===== config.mk =====
export PLATFORM = sky130hd
export DESIGN_NAME = rsd_ctrl
export DESIGN_NICKNAME = d
export VERILOG_FILES = /design/src/hdl/rsd_pkg.sv /design/src/hdl/rsd_ctrl.sv
export SDC_FILE = /design/constraint.sdc
export NUM_CORES = 1
export LEC_CHECK = 0
export BUFFER_PORTS_ARGS = -buffer_cell sky130_fd_sc_hd__buf_2
export CAP_MARGIN = 20
export CORE_AREA = 3 3 40 42
export DETAILED_ROUTE_END_ITERATION = 10
export DIE_AREA = 0 0 43 45
export HOLD_SLACK_MARGIN = 0.08
export PLACE_DENSITY = 0.53
export SLEW_MARGIN = 20
export SYNTH_ARGS = -nofsm -noshare
export SYNTH_HDL_FRONTEND = slang
export SYNTH_SLANG_ARGS = --single-unit

===== constraint.sdc =====
create_clock -name clk -period 2.7 [get_ports clk]
set_clock_uncertainty 0.1 [all_clocks]
set_input_delay 0.135 -clock clk [delete_from_list [all_inputs] [get_ports clk]]
set_output_delay 0.135 -clock clk [all_outputs]
set_load 0.02 [all_outputs]

===== src/hdl/rsd_pkg.sv =====
`default_nettype none
package rsd_pkg;
	localparam logic [1:0] OP_LOAD_FREQ  = 2'd0;
	localparam logic [1:0] OP_LOAD_STATE = 2'd1;
	localparam logic [1:0] OP_DECODE     = 2'd2;
	localparam logic [1:0] CFG_CHUNK  = 2'd0;
	localparam logic [1:0] CFG_NORM   = 2'd1;
	localparam logic [1:0] CFG_SYMCNT = 2'd2;

	typedef enum logic [3:0] {
		ST_IDLE, ST_CHECK, ST_DIV, ST_SEARCH, ST_MUL, ST_RENORM, ST_OUT
	} rsd_state_t;

	typedef struct packed {
		logic load_item;   // capture input, perform loads
		logic start_check;
		logic div_step;
		logic srch_step;
		logic mul_step;
		logic renorm_step;
	} rsd_cmd_t;

	typedef struct packed {
		logic is_decode;
		logic refuse;      // range check failed
		logic div_done;
		logic srch_done;
		logic srch_miss;
		logic renorm_done;
	} rsd_status_t;
endpackage
`default_nettype wire


===== src/hdl/rsd_ctrl.sv =====
`default_nettype none
module rsd_ctrl (
	input  wire logic clk,
	input  wire logic arst_n,
	input  wire logic in_valid,
	output logic in_stall,
	output logic out_valid,
	input  wire logic out_stall,
	input  wire rsd_pkg::rsd_status_t sts,
	output rsd_pkg::rsd_cmd_t cmd
);
	rsd_pkg::rsd_state_t state_q, state_d;

	always_ff @(posedge clk or negedge arst_n) begin
		if (!arst_n) state_q <= rsd_pkg::ST_IDLE;
		else state_q <= state_d;
	end

	always_comb begin
		state_d = state_q;
		unique case (state_q)
			rsd_pkg::ST_IDLE: if (in_valid) state_d = rsd_pkg::ST_CHECK;
			rsd_pkg::ST_CHECK: begin
				if (!sts.is_decode) state_d = rsd_pkg::ST_IDLE;
				else if (sts.refuse) state_d = rsd_pkg::ST_OUT;
				else state_d = rsd_pkg::ST_DIV;
			end
			rsd_pkg::ST_DIV: if (sts.div_done) state_d = rsd_pkg::ST_SEARCH;
			rsd_pkg::ST_SEARCH: begin
				if (sts.srch_done) state_d = sts.srch_miss ? rsd_pkg::ST_OUT : rsd_pkg::ST_MUL;
			end
			rsd_pkg::ST_MUL: state_d = rsd_pkg::ST_RENORM;
			rsd_pkg::ST_RENORM: if (sts.renorm_done) state_d = rsd_pkg::ST_OUT;
			rsd_pkg::ST_OUT: if (!out_stall) state_d = rsd_pkg::ST_IDLE;
			default: state_d = rsd_pkg::ST_IDLE;
		endcase
	end

	always_comb begin
		cmd = '0;
		in_stall = 1'b1;
		out_valid = 1'b0;
		unique case (state_q)
			rsd_pkg::ST_IDLE: begin
				in_stall = 1'b0;
				cmd.load_item = in_valid;
			end
			rsd_pkg::ST_CHECK: cmd.start_check = 1'b1;
			rsd_pkg::ST_DIV: cmd.div_step = 1'b1;
			rsd_pkg::ST_SEARCH: cmd.srch_step = 1'b1;
			rsd_pkg::ST_MUL: cmd.mul_step = 1'b1;
			rsd_pkg::ST_RENORM: cmd.renorm_step = 1'b1;
			rsd_pkg::ST_OUT: out_valid = 1'b1;
			default: ;
		endcase
	end

	assert property (@(posedge clk) disable iff (!arst_n)
		(out_valid && out_stall) |=> out_valid)
		else $error("result dropped while stalled");
	assert property (@(posedge clk) disable iff (!arst_n)
		out_valid |-> in_stall)
		else $error("input taken during result");
	assert property (@(posedge clk) disable iff (!arst_n)
		(state_q == rsd_pkg::ST_MUL) |=> (state_q == rsd_pkg::ST_RENORM))
		else $error("multiply not followed by renorm");
endmodule
`default_nettype wire


==> impl.org, run 1 <==
** CTS
- TritonCTS built the clock tree.
- In this run the post-CTS setup repair buffer count came out at 0.
- Root Driver :: clkbuf_4
- Insertion delay to the later sink of the worst-skew pair :: 0.23 ns
- Clock tree synthesis found a total of 3 sinks.
- In this run the number of H-tree levels came out at 1.
- Buffer levels on the longest clock path :: 2
- After clock tree synthesis, the repair step resized 0 gates.
- Clock-pin slew was measured on the worst setup and hold paths at 0.04 ns.
- The number of clock buffers added by TritonCTS is 3.

** Route
- Vias :: 338
- For this run, design rule violations remaining after detail routing come to 0.
- The pre-antenna-repair detailed-routing pass consisted of 2 iterations.
- Routed WL :: 800 um
- Detailed Route Iter0 Violations :: 3
- Once detail routing completed, the nets flagged for antenna violations numbered 0.
- Vias per inst :: 4.76
- Average wire per standard cell :: 11.3 um

** Pwr
- The share of total power dissipated in sequential elements is 0.308.
- For this design the total switching power over the nets is 213 uW.
- Of the total power, the share spent switching nets is 0.474.
- P_int :: 237 uW
- Combinational share of power :: 0.516
- In this run the static leakage power is 0.000224 uW.
- VDD IR-drop max :: 0.368 mV
- The share of total power dissipated in the clock network is 0.176.
- Dividing total power by cell area gives a power density of 1070 mW/mm^2.

** Hold path
- Worst min path class :: in -> async

** Finish
- Regs by FF count :: state_q x3
- The register with the most flip-flops in the final layout is state_q.
- The area growth from synthesis to layout is 47.8%.
- The finished layout holds 71 standard cells, fillers aside.
- The final layout contains 67 nets.
- After routing the design area is 422 um^2.
- The number of antenna diodes in the final layout is 0.
- Ratio of cells with drive above 1 in the final layout :: 0.375
- Number of flip-flops under the largest register name :: 3

** Timing
- Setup repair after global routing left no endpoint under its margin.
- In this run the tightest slew margin relative to its limit is 0.698.
- Final count of negative-setup-slack endpoints :: 0
- For the pin with the worst max-slew slack, the measured transition is 0.453 ns.
- Final hold analysis gives a worst-case slack of 0.135 ns.
- Aggregate negative setup slack :: 0 ns
- The count of endpoints failing hold in the final timing report was 0.
- Static timing analysis puts the maximum clock frequency at 602 MHz.
- After layout, the minimum clock period comes to 1.66 ns.
- Part of the cycle the worst path needs :: 0.615
- Slew Limit Fails :: 0

** Worst setup path
- Worst Path Max Fanout :: 15
- The worst register-to-register path ends at state_q[1]$_DFFE_PN0P_.
- For flop-to-flop paths, the worst setup slack is 1.35 ns.
- Kind of critical path :: reg -> out
- STA classifies the critical path startpoint as a register.
- Reg-to-reg critical path startpoint :: state_q[2]$_DFFE_PN0P_
- Data on the critical path arrives at its endpoint at 1.43 ns.
- The worst register-to-register path has a depth of 3.
- Timing endpoint of the critical path :: cmd[5]
- For the worst setup path, the data required time is 2.47 ns.
- The worst setup path is captured at an output pin.
- Critical path origin :: state_q[1]$_DFFE_PN0P_

** Yosys
- Count of unique library cells instantiated by Yosys :: 22
- For this run, the register share of the synthesized area comes to 0.263.
- Yosys synthesis warning count :: 0
- The average instance in the mapped netlist occupies 8.15 um^2.
- In this run the cell area of the synthesized design comes to 285 um^2.
- Net Count, Synth :: 45
- After synthesis the netlist holds a flip-flop and latch count of 3.
- Gate count of the mapped netlist :: 35

** Job
- Across the run, the number of max-cap violations was 0.

** Floorplan
- Cell row count :: 13
- In this run the vertical extent of the chip is 45 um.
- The die covers 0.00194 mm^2.
- Count of pins on the block boundary :: 18
- CORE AREA :: 0.00128 mm^2
- The die is 43 um wide.
- For this configuration, the core starts out at a cell density of 0.222.

** Run status
- Outcome :: finished clean

** Global route
- The number of global-route vias before repair came to 311.
- GRT Residual Overflow :: 0
- In the global route stage, overall resource usage came out at 0.0958.
- The number of antenna violations at the first check in global routing was 0.
- Maximum number of pins on one net before global-route repair :: 17
- The first global-routing pass estimated 1.30 mm of wire.

** Placement
- In this run the cell area measured after placement is 365 um^2.
- Counting tap cells, the placed design contains a total of 64 instances.
- During placement, the flow inserted port buffers numbering 17.
- Placer congestion estimate :: 0.769
- Post-DP HPWL :: 564 um
## layout by cell type (no fill, tap or decap), drive strengths merged
master,Yosys,routed
dfrtp,3,3
dlygate4sd3,0,3
a21oi,2,2
nand2b,2,2
nor3b,5,5
nand2,3,3
buf,3,17
a311o,1,1
a211o,1,1
nor3,1,1
nor2,2,2
a21o,1,1
clkbuf,0,4
o21ai,2,2
inv,2,2
a31oi,1,1
and3b,3,3
or3,1,1
o211ai,1,1
a211oi,1,1
## per-layer routing
| metal | routed length (um) | global-route usage | vias up |
|---|---|---|---|
| met5 | 0 | 0 | - |
| met4 | 25 | 0.108 | 0 |
| met3 | 48 | 0.0319 | 4 |
| met2 | 416 | 0.147 | 12 |
| met1 | 310 | 0.0966 | 153 |
| li1 | - | - | 169 |
## Yosys cell counts
master,number,area share
o21ai_1,1,0.018
nand2b_1,2,0.044
a211oi_1,1,0.026
nor3_1,1,0.018
a311o_1,1,0.035
a211o_1,1,0.031
and3b_1,3,0.092
a31oi_1,1,0.022
nor3b_1,4,0.11
nand2_1,3,0.039
o211ai_1,1,0.026
nor3b_2,1,0.044
nor2_1,2,0.026
or3_1,1,0.022
buf_2,1,0.018
dfrtp_1,3,0.26
a21oi_1,2,0.035
o21ai_0,1,0.018
inv_1,2,0.026
buf_4,1,0.026
a21o_1,1,0.026
buf_6,1,0.039
## critical path, stage by stage (launching register included)
cell,delay (ns)
dfrtp_1,0.50
or3_1,0.43
nor2_1,0.09
buf_2,0.17
## cells by family (layout without fill, tap and decap cells)
family,after synthesis,after routing,share of synthesized area
buffers and inverters,5,26,0.110
AO/OA/AOI/OAI,10,10,0.237
AND/OR/NAND/NOR,17,17,0.390
flip-flops,3,3,0.263
## how the worst min path moves through the flow
stage | startpoint | endpoint | depth (start not counted)
3_3_place_gp | arst_n | state_q[0]$_DFFE_PN0P_ | 1
5_1_grt | arst_n | state_q[2]$_DFFE_PN0P_ | 2
2_1_floorplan | arst_n | state_q[0]$_DFFE_PN0P_ | 0
4_1_cts | arst_n | state_q[2]$_DFFE_PN0P_ | 2
6_report | arst_n | state_q[2]$_DFFE_PN0P_ | 2
3_5_place_dp | arst_n | state_q[2]$_DFFE_PN0P_ | 1
## metrics by stage
| stage | worst slack (ns) | utilization | power, uW |
|---|---|---|---|
| 3_5_place_dp | 1.29 | 0.284 | 369 |
| 6_report | 1.04 | 0.328 | 450 |
| 2_1_floorplan | 1.26 | - | 319 |
| 3_3_place_gp | 1.30 | 0.284 | 368 |
| 5_1_grt | 0.934 | 0.328 | 492 |
| 4_1_cts | 1.02 | 0.328 | 458 |
## power by group through the flow
stage	Clock (uW)	Sequential [uW]	Combinational [uW]
final	79.1	139	232
after global routing	87.7	149	256
after CTS	83.2	137	238
after detailed placement	0	137	232
after global placement	0	138	230
after floorplan	0	88.8	230
## layout make-up
cell class / count / area (um^2)
Fill cell: 151 / 863
Multi-Input combinational cell: 27 / 179
Timing Repair Buffer: 20 / 115
Sequential cell: 3 / 75.1
Clock buffer: 4 / 26.3
Tap cell: 15 / 18.8
Inverter: 2 / 7.51
## timing repair
item	CTS	global route
hold buffers	3	0
endpoints found under the setup margin	0	0
endpoints found under the hold margin	5	0
No activity file was read; power rests on OpenSTA's default activity.
==> run 2, diff against run 1 <==
==> constraint.sdc (replaced) <==
create_clock -name clk -period 1.7 [get_ports clk]
set_clock_uncertainty 0.1 [all_clocks]
set_input_delay 0.085 -clock clk [delete_from_list [all_inputs] [get_ports clk]]
set_output_delay 0.085 -clock clk [all_outputs]
set_load 0.02 [all_outputs]
==> run 2 against run 1 <==
Die area stayed put; critical path depth unchanged; power is 60% higher; highest routed layer unchanged; first-iteration DRC count stayed put; largest cell class unchanged; register-to-register slack got worse by 0.93 ns; critical path type unchanged; combinational power up 59%.
==> impl.org, run 2 (synthesis gave the netlist of run 1 again) <==
** Run status
- The flow ran to the end, and the final reports show no timing, DRC or antenna violations.

** Finish
- Ant. Diodes :: 0 (unchanged)
- Ratio of cells with drive above 1 in the final layout :: 0.404 (+0.0285)
- The utilization of the core after routing came to 0.338 (+0.00974).
- The area used by multi-input combinational logic is 179 um^2 (unchanged).
- The number of nets in the finished design was 68 (+1.5%).
- The area taken by flip-flops and latches came to 77.6 um^2 (+3.3%).
- Largest register by flop count :: state_q
- The post-layout instance count excluding filler cells came to 72 (+1.4%).
- The number of flip-flops in the largest register came to 3 (unchanged).
- Area growth syn-to-layout :: 52.2%
- Leaving out fill and tap cells, the most frequent cell in the layout is buf_2.
- Regs by FF count :: state_q x3
- In the layout the commonest cells are 17 x buf_2, 4 x nor3b_1, 4 x dlygate4sd3_1.
- The fill cell total of the finished layout came to 149 (-1.3%).

** Floorplan
- The floorplan die width came to 43 um (unchanged).
- Die Y :: 45 um (unchanged)
- The area enclosed by the die boundary was 0.00194 mm^2 (unchanged).
- The number of primary I/O pins came to 18 (unchanged).
- Initial cell density of the core :: 0.222 (unchanged)
- The number of cell rows is 13 (unchanged).
- The placeable core region came to 0.00128 mm^2 (unchanged).

** Timing
- Part of the cycle the worst path needs :: 0.931
- Aggregate negative setup slack :: 0 ns (unchanged)
- The count of pins over their slew limit came to 0 (unchanged).
- Setup repair after global routing left no endpoint under its margin.
- Least-Margin Pin Slew :: 0.366 ns (-0.0879 ns)
- The count of endpoints failing hold in the final timing report was 0 (unchanged).
- For this run, the top clock speed supported by timing is 632 MHz.
- The final setup violation count is 0 (unchanged).
- Final worst path period need :: 1.58 ns
- The headroom to the max-slew limit was 0.756 (+0.0586).

** Pwr
- The areal power density over the cells came to 1660 mW/mm^2 (+56%).
- The maximum vdd ir drop was 0.584 mV (+59%).
- Static Leakage :: 0.000226 uW (+0.91%)

** CTS
- Root Driver :: clkbuf_4
- Buffer levels on the longest clock path :: 2 (unchanged)
- TritonCTS built the clock tree.
- The total CTS buffers came to 3 (unchanged).
- Level count of the clock H-tree :: 1 (unchanged)
- Clock edge transition at the registers on the reported setup and hold paths :: 0.03 ns (about the same)
- Insertion delay to the later sink of the worst-skew pair :: 0.23 ns (about the same)
- Clock net sink count :: 3 (unchanged)

** Placement
- The global placer's final weighted congestion came to 0.769 (about the same).
- The post-placement cell count came to 64 (unchanged).
- The final HPWL from detailed placement came to 564 um (unchanged).
- Count of buffers from port buffering :: 17 (unchanged)

** Job
- The number of max-capacitance violations reported came to 0 (unchanged).

** Hold path
- Hold Startpoint :: sts[3]
- Worst Hold Path Cells :: 4
- The worst hold path belongs to the class in -> reg.
- Hold Path Sink :: state_q[0]$_DFFE_PN0P_

** Global route
- Overall track demand over capacity in global routing :: 0.0967 (+0.000833)
- The number of global-route vias before repair is 314 (+0.96%).
- The global-route wire length before repair came to 1.31 mm (+1.1%).
- The number of antenna violations at the first check in global routing is 0 (unchanged).
- The aggregate global routing overflow was 0 (unchanged).
- Maximum number of pins on one net before global-route repair :: 17 (unchanged)

** Route
- The total vias in the final route is 339 (+0.30%).
- Detailed-routing iteration count for the pre-antenna-repair pass :: 2 (unchanged)
- The number of nets still failing antenna checks after routing was 0 (unchanged).
- The violation count after the first detailed-routing iteration came to 3 (unchanged).
- The residual DRC count was 0 (unchanged).
- Average wire per standard cell :: 11.1 um (-1.6%)
- The number of vias per cell after detailed routing is 4.71 (-1.1%).
- Routed WL :: 798 um (-0.25%)

** Worst setup path
- The worst setup path is launched from a register.
- The depth of the most critical reg-to-reg path came to 3 (unchanged).
- Arrival time worst endpoint :: 1.40 ns (-0.03 ns)
- Worst Path Max Fanout :: 15 (unchanged)
- The data required time of the worst path was 1.51 ns (-0.96 ns).
- Kind of critical path :: reg -> out
- STA classifies the critical path endpoint as an output pin.
- Reg-to-reg critical path startpoint :: state_q[0]$_DFFE_PN0P_
- The register-to-register setup slack was 0.42 ns (-0.93 ns).
- The worst register-to-register path ends at state_q[1]$_DFFE_PN0P_.
[run 2: where the power goes]
| group | total [uW] | switching, uW | internal (uW) | leakage [uW] |
|---|---|---|---|---|
| registers | 225 | 115 | 110 | 0.0000339 |
| clock network | 125 | 37.3 | 88.0 | 0.0000150 |
| logic | 370 | 186 | 184 | 0.000177 |
[run 2: metrics by stage]
step           total power (uW)  hold slack, ns  worst slack (ns)  instance area, um^2
2_1_floorplan               507          -0.311             0.309                  285
3_3_place_gp                584          -0.218             0.352                  365
3_5_place_dp                586          -0.212             0.337                  365
4_1_cts                     729           0.125            0.0748                  432
5_1_grt                     789           0.146           0.00597                  434
6_report                    721           0.130             0.117                  434
[run 2: worst max-delay path by stage]
stage	startpoint	endpoint	slack, ns	cells after the start
final	state_q[0]$_DFFE_PN0P_	cmd[5]	0.12	3
after global routing	state_q[0]$_DFFE_PN0P_	cmd[5]	0.006	3
after CTS	state_q[1]$_DFFE_PN0P_	cmd[5]	0.07	3
after detailed placement	state_q[1]$_DFFE_PN0P_	cmd[5]	0.34	3
after global placement	state_q[1]$_DFFE_PN0P_	cmd[5]	0.35	3
after floorplan	state_q[1]$_DFFE_PN0P_	cmd[5]	0.31	2
[run 2: what timing repair did]
action,in CTS,in global routing
hold endpoints to repair,5,0
buffers inserted,0,0
endpoints found under the setup margin,0,1
hold buffers,4,0
resized for setup,0,2
[run 2: critical path, cell delays in order, from the launching register on]
cell     delay, ns
dfrtp_1       0.50
or3_1         0.41
nor2_1        0.09
buf_2         0.17
[run 2: cell type report]
class                           instances  share of cell area
Timing Repair Buffer                   21               0.288
Inverter                                2              0.0173
Tap cell                               15              0.0432
Sequential cell                         3               0.179
Multi-Input combinational cell         27               0.412
Clock buffer                            4              0.0605
[run 2: layer usage]
metal | global-route usage | vias to the layer above | share of wire
met5 | 0 | - | 0
li1 | - | 171 | -
met4 | 0.108 | 0 | 0.031
met1 | 0.0990 | 152 | 0.39
met2 | 0.147 | 12 | 0.52
met3 | 0.0319 | 4 | 0.060
==> run 3, diff against run 2 <==
--- a/config.mk
+++ b/config.mk
@@ -11,6 +11,7 @@
 export DETAILED_ROUTE_END_ITERATION = 10
 export DIE_AREA = 0 0 43 45
 export HOLD_SLACK_MARGIN = 0.08
+export MAX_ROUTING_LAYER = met4
 export PLACE_DENSITY = 0.53
 export SLEW_MARGIN = 20
 export SYNTH_ARGS = -nofsm -noshare
==> constraint.sdc (replaced) <==
create_clock -name clk -period 1.7 [get_ports clk]
set_clock_uncertainty 0.1 [all_clocks]
set_input_delay 0.085 -clock clk [delete_from_list [all_inputs] [get_ports clk]]
set_output_delay 0.085 -clock clk [all_outputs]
set_load 0.005 [all_outputs]
==> run 3 against run 2 <==
Maximum frequency increased by 1.8%; critical endpoint unchanged; via count decreased by 3.8%; largest cell class unchanged; setup slack improved by 0.029 ns; combinational power decreased by 21%; sequential share of layout area decreased by 0.48 points; highest routed layer is now met3; critical path type unchanged; first-iteration DRC count increased by 100%; design area decreased by 0.58%; global-route usage decreased by 0.15 points; hold slack got worse by 0.0042 ns; sequential power decreased by 3%.
==> impl.org, run 3 (synthesis gave the netlist of run 1 again) <==
** Job
- Number of maximum-capacitance constraint violations :: 0 (unchanged)

** Global route
- Maximum number of pins on one net before global-route repair :: 17 (unchanged)
- The global-route wire length before repair came to 1.31 mm (unchanged).
- The number of antenna violations at the first check in global routing came to 0 (unchanged).
- GRT Residual Overflow :: 0 (unchanged)
- Overall track demand over capacity in global routing :: 0.0952 (-0.00147)
- The number of global-route vias before repair was 312 (-0.64%).

** Worst setup path
- Kind of critical path :: reg -> out
- The data required time of the worst path came to 1.51 ns (about the same).
- Worst Path Max Fanout :: 15 (unchanged)
- Sum of buffers and inverters on the critical path :: 1 (unchanged)
- Sort of element at the start of the critical path :: register
- The startpoint identified for the worst register-to-register timing path is state_q[2]$_DFFE_PN0P_.
- Crit-path slowest cell :: dfrtp_1
- In this design, the largest share of critical-path delay is due to simple AND/OR/NAND/NOR gates.
- STA classifies the critical path endpoint as an output pin.
- The most critical setup path has its startpoint at state_q[1]$_DFFE_PN0P_.
- Arrival time worst endpoint :: 1.37 ns (-0.03 ns)
- Worst path max stage delay :: 0.51 ns (about the same)
- Cell Chain, Critical Path :: or3_1 > nor2_1 > buf_2

** Route
- The number of vias per cell after detailed routing was 4.53 (-3.8%).
- Detailed-routing iteration count for the pre-antenna-repair pass :: 4 (+2)
- Routed WL :: 779 um (-2.4%)
- The per-cell routed wire length is 10.8 um (-2.4%).
- The number of nets still failing antenna checks after routing came to 0 (unchanged).
- The total vias in the final route is 326 (-3.8%).
- Detailed Route Iter0 Violations :: 6 (+3)
- The residual DRC count came to 0 (unchanged).

** Pwr
- The total power is 639 uW (-11%).
- The areal power density over the cells was 1480 mW/mm^2 (-11%).
- VDD IR-drop max :: 0.714 mV (+22%)
- Static Leakage :: 0.000228 uW (+0.94%)

** Floorplan
- CORE AREA :: 0.00128 mm^2 (unchanged)
- The floorplan die width is 43 um (unchanged).
- The area enclosed by the die boundary came to 0.00194 mm^2 (unchanged).
- Initial cell density of the core :: 0.222 (unchanged)
- Die Y :: 45 um (unchanged)
- Cell row count :: 13 (unchanged)
- The number of primary I/O pins is 18 (unchanged).

** Finish
- Filler cells :: 147 (-1.3%)
- In the final layout, the registers with the most flip-flops are state_q x3.
- The number of flip-flops in the largest register came to 3 (unchanged).
- The number of inserted diodes was 0 (unchanged).
- Relative to the synthesized area, the layout overhead comes to 51.3%.
- The number of nets in the finished design is 68 (unchanged).
- The area used by multi-input combinational logic is 179 um^2 (unchanged).
- Counting flops per register, the top entry is state_q.
- The share of post-route cells with drive strength above 1 came to 0.368 (-0.0351).
- In the layout the commonest cells are 17 x buf_2, 4 x nor3b_1, 4 x dlygate4sd3_1.
- Leading cell type in the layout, fill and taps excluded :: buf_2
- The area taken by flip-flops and latches came to 75.1 um^2 (-3.2%).

** CTS
- The clock net sink count was 3 (unchanged).
- Clock edge transition at the registers on the reported setup and hold paths :: 0.04 ns (about the same)
- The number of H-tree levels was 1 (unchanged).
- TritonCTS clock tree :: built
- Clock tree synthesis selected as its root buffer the cell clkbuf_4.
- The maximum buffer depth of the clock tree is 2 (unchanged).
- The total CTS buffers came to 3 (unchanged).
- Post-CTS setup buffers :: 0 (unchanged)
- The clock latency at the later pin of the worst-skew pair is 0.23 ns (about the same).

** Hold path
- The startpoint identified for the worst hold timing path is out_stall.
- The path class of the tightest hold or removal check is in -> reg.

** Timing
- Final worst path period need :: 1.55 ns (-0.0287 ns)
- Setup repair after global routing left no endpoint under its margin.
- Top achievable clock speed :: 643 MHz (+1.8%)
- The count of pins over their slew limit was 0 (unchanged).
- Total count of hold-check failures in the final report :: 0 (unchanged)
- Aggregate negative setup slack :: 0 ns (unchanged)
- The slew of the pin with the lowest slew margin is 0.423 ns (+0.0578 ns).
- The final setup violation count is 0 (unchanged).
- The headroom to the max-slew limit was 0.718 (-0.0385).
- The share of the clock period used by the worst path is 0.914 (-0.0169).

** Placement
- The number of I/O port buffers is 17 (unchanged).
- The global placer's final weighted congestion was 0.794 (+3.3%).

** Run status
- Outcome :: finished clean
## run 3: cell counts in the layout (fill, tap and decap cells not counted)
Identical to the previous run, type by type.
## run 3: routing by layer
metal / vias to the layer above / part of all wire / global-route usage / routed length, um
met4: 0 / 0 / 0.0723 / 0
met2: 8 / 0.51 / 0.138 / 394
met3: 0 / 0.049 / 0.0319 / 38
met1: 147 / 0.44 / 0.108 / 346
met5: - / 0 / - / 0
li1: 171 / - / - / -
## run 3: timing repair
action,CTS,global route
hold buffers,4,0
gates resized for setup,0,0
endpoints found under the hold margin,5,0
## run 3: final timing paths
path	cells after the start	slack [ns]	end
max in group asynchronous	3	0.72	state_q[1]$_DFFE_PN0P_
setup reg to reg	3	0.40	state_q[1]$_DFFE_PN0P_
min in group asynchronous	3	0.63	state_q[0]$_DFFE_PN0P_
setup / recovery	3	0.15	cmd[5]
hold reg to reg	2	0.64	state_q[0]$_DFFE_PN0P_
hold / removal	3	0.13	state_q[1]$_DFFE_PN0P_
## run 3: layout make-up
class | count | share of cell area
clock buffer | 4 | 0.0609
inverter | 2 | 0.0174
multi-input combinational | 27 | 0.414
sequential | 3 | 0.174
tap | 15 | 0.0435
timing repair buffer | 21 | 0.290
## run 3: power by group
group / switching [uW] / internal [uW]
clock: 40.7 / 88.2
sequential: 114 / 105
combinational: 109 / 182
## run 3: metrics by stage
stage	hold slack, ns	instance area [um^2]	setup WS (ns)	std cells	util
2_1_floorplan	-0.311	285	0.604	35	-
3_3_place_gp	-0.218	365	0.398	64	0.284
3_5_place_dp	-0.213	365	0.393	64	0.284
4_1_cts	0.123	432	0.137	72	0.336
5_1_grt	0.126	432	0.0447	72	0.336
6_report	0.125	432	0.146	72	0.336
## run 3: worst register-to-register path, stage by stage (launching register included)
cell and delay, ns:
dfrtp_1 0.59, nor2_1 0.10, a211oi_1 0.24, o211ai_1 0.13
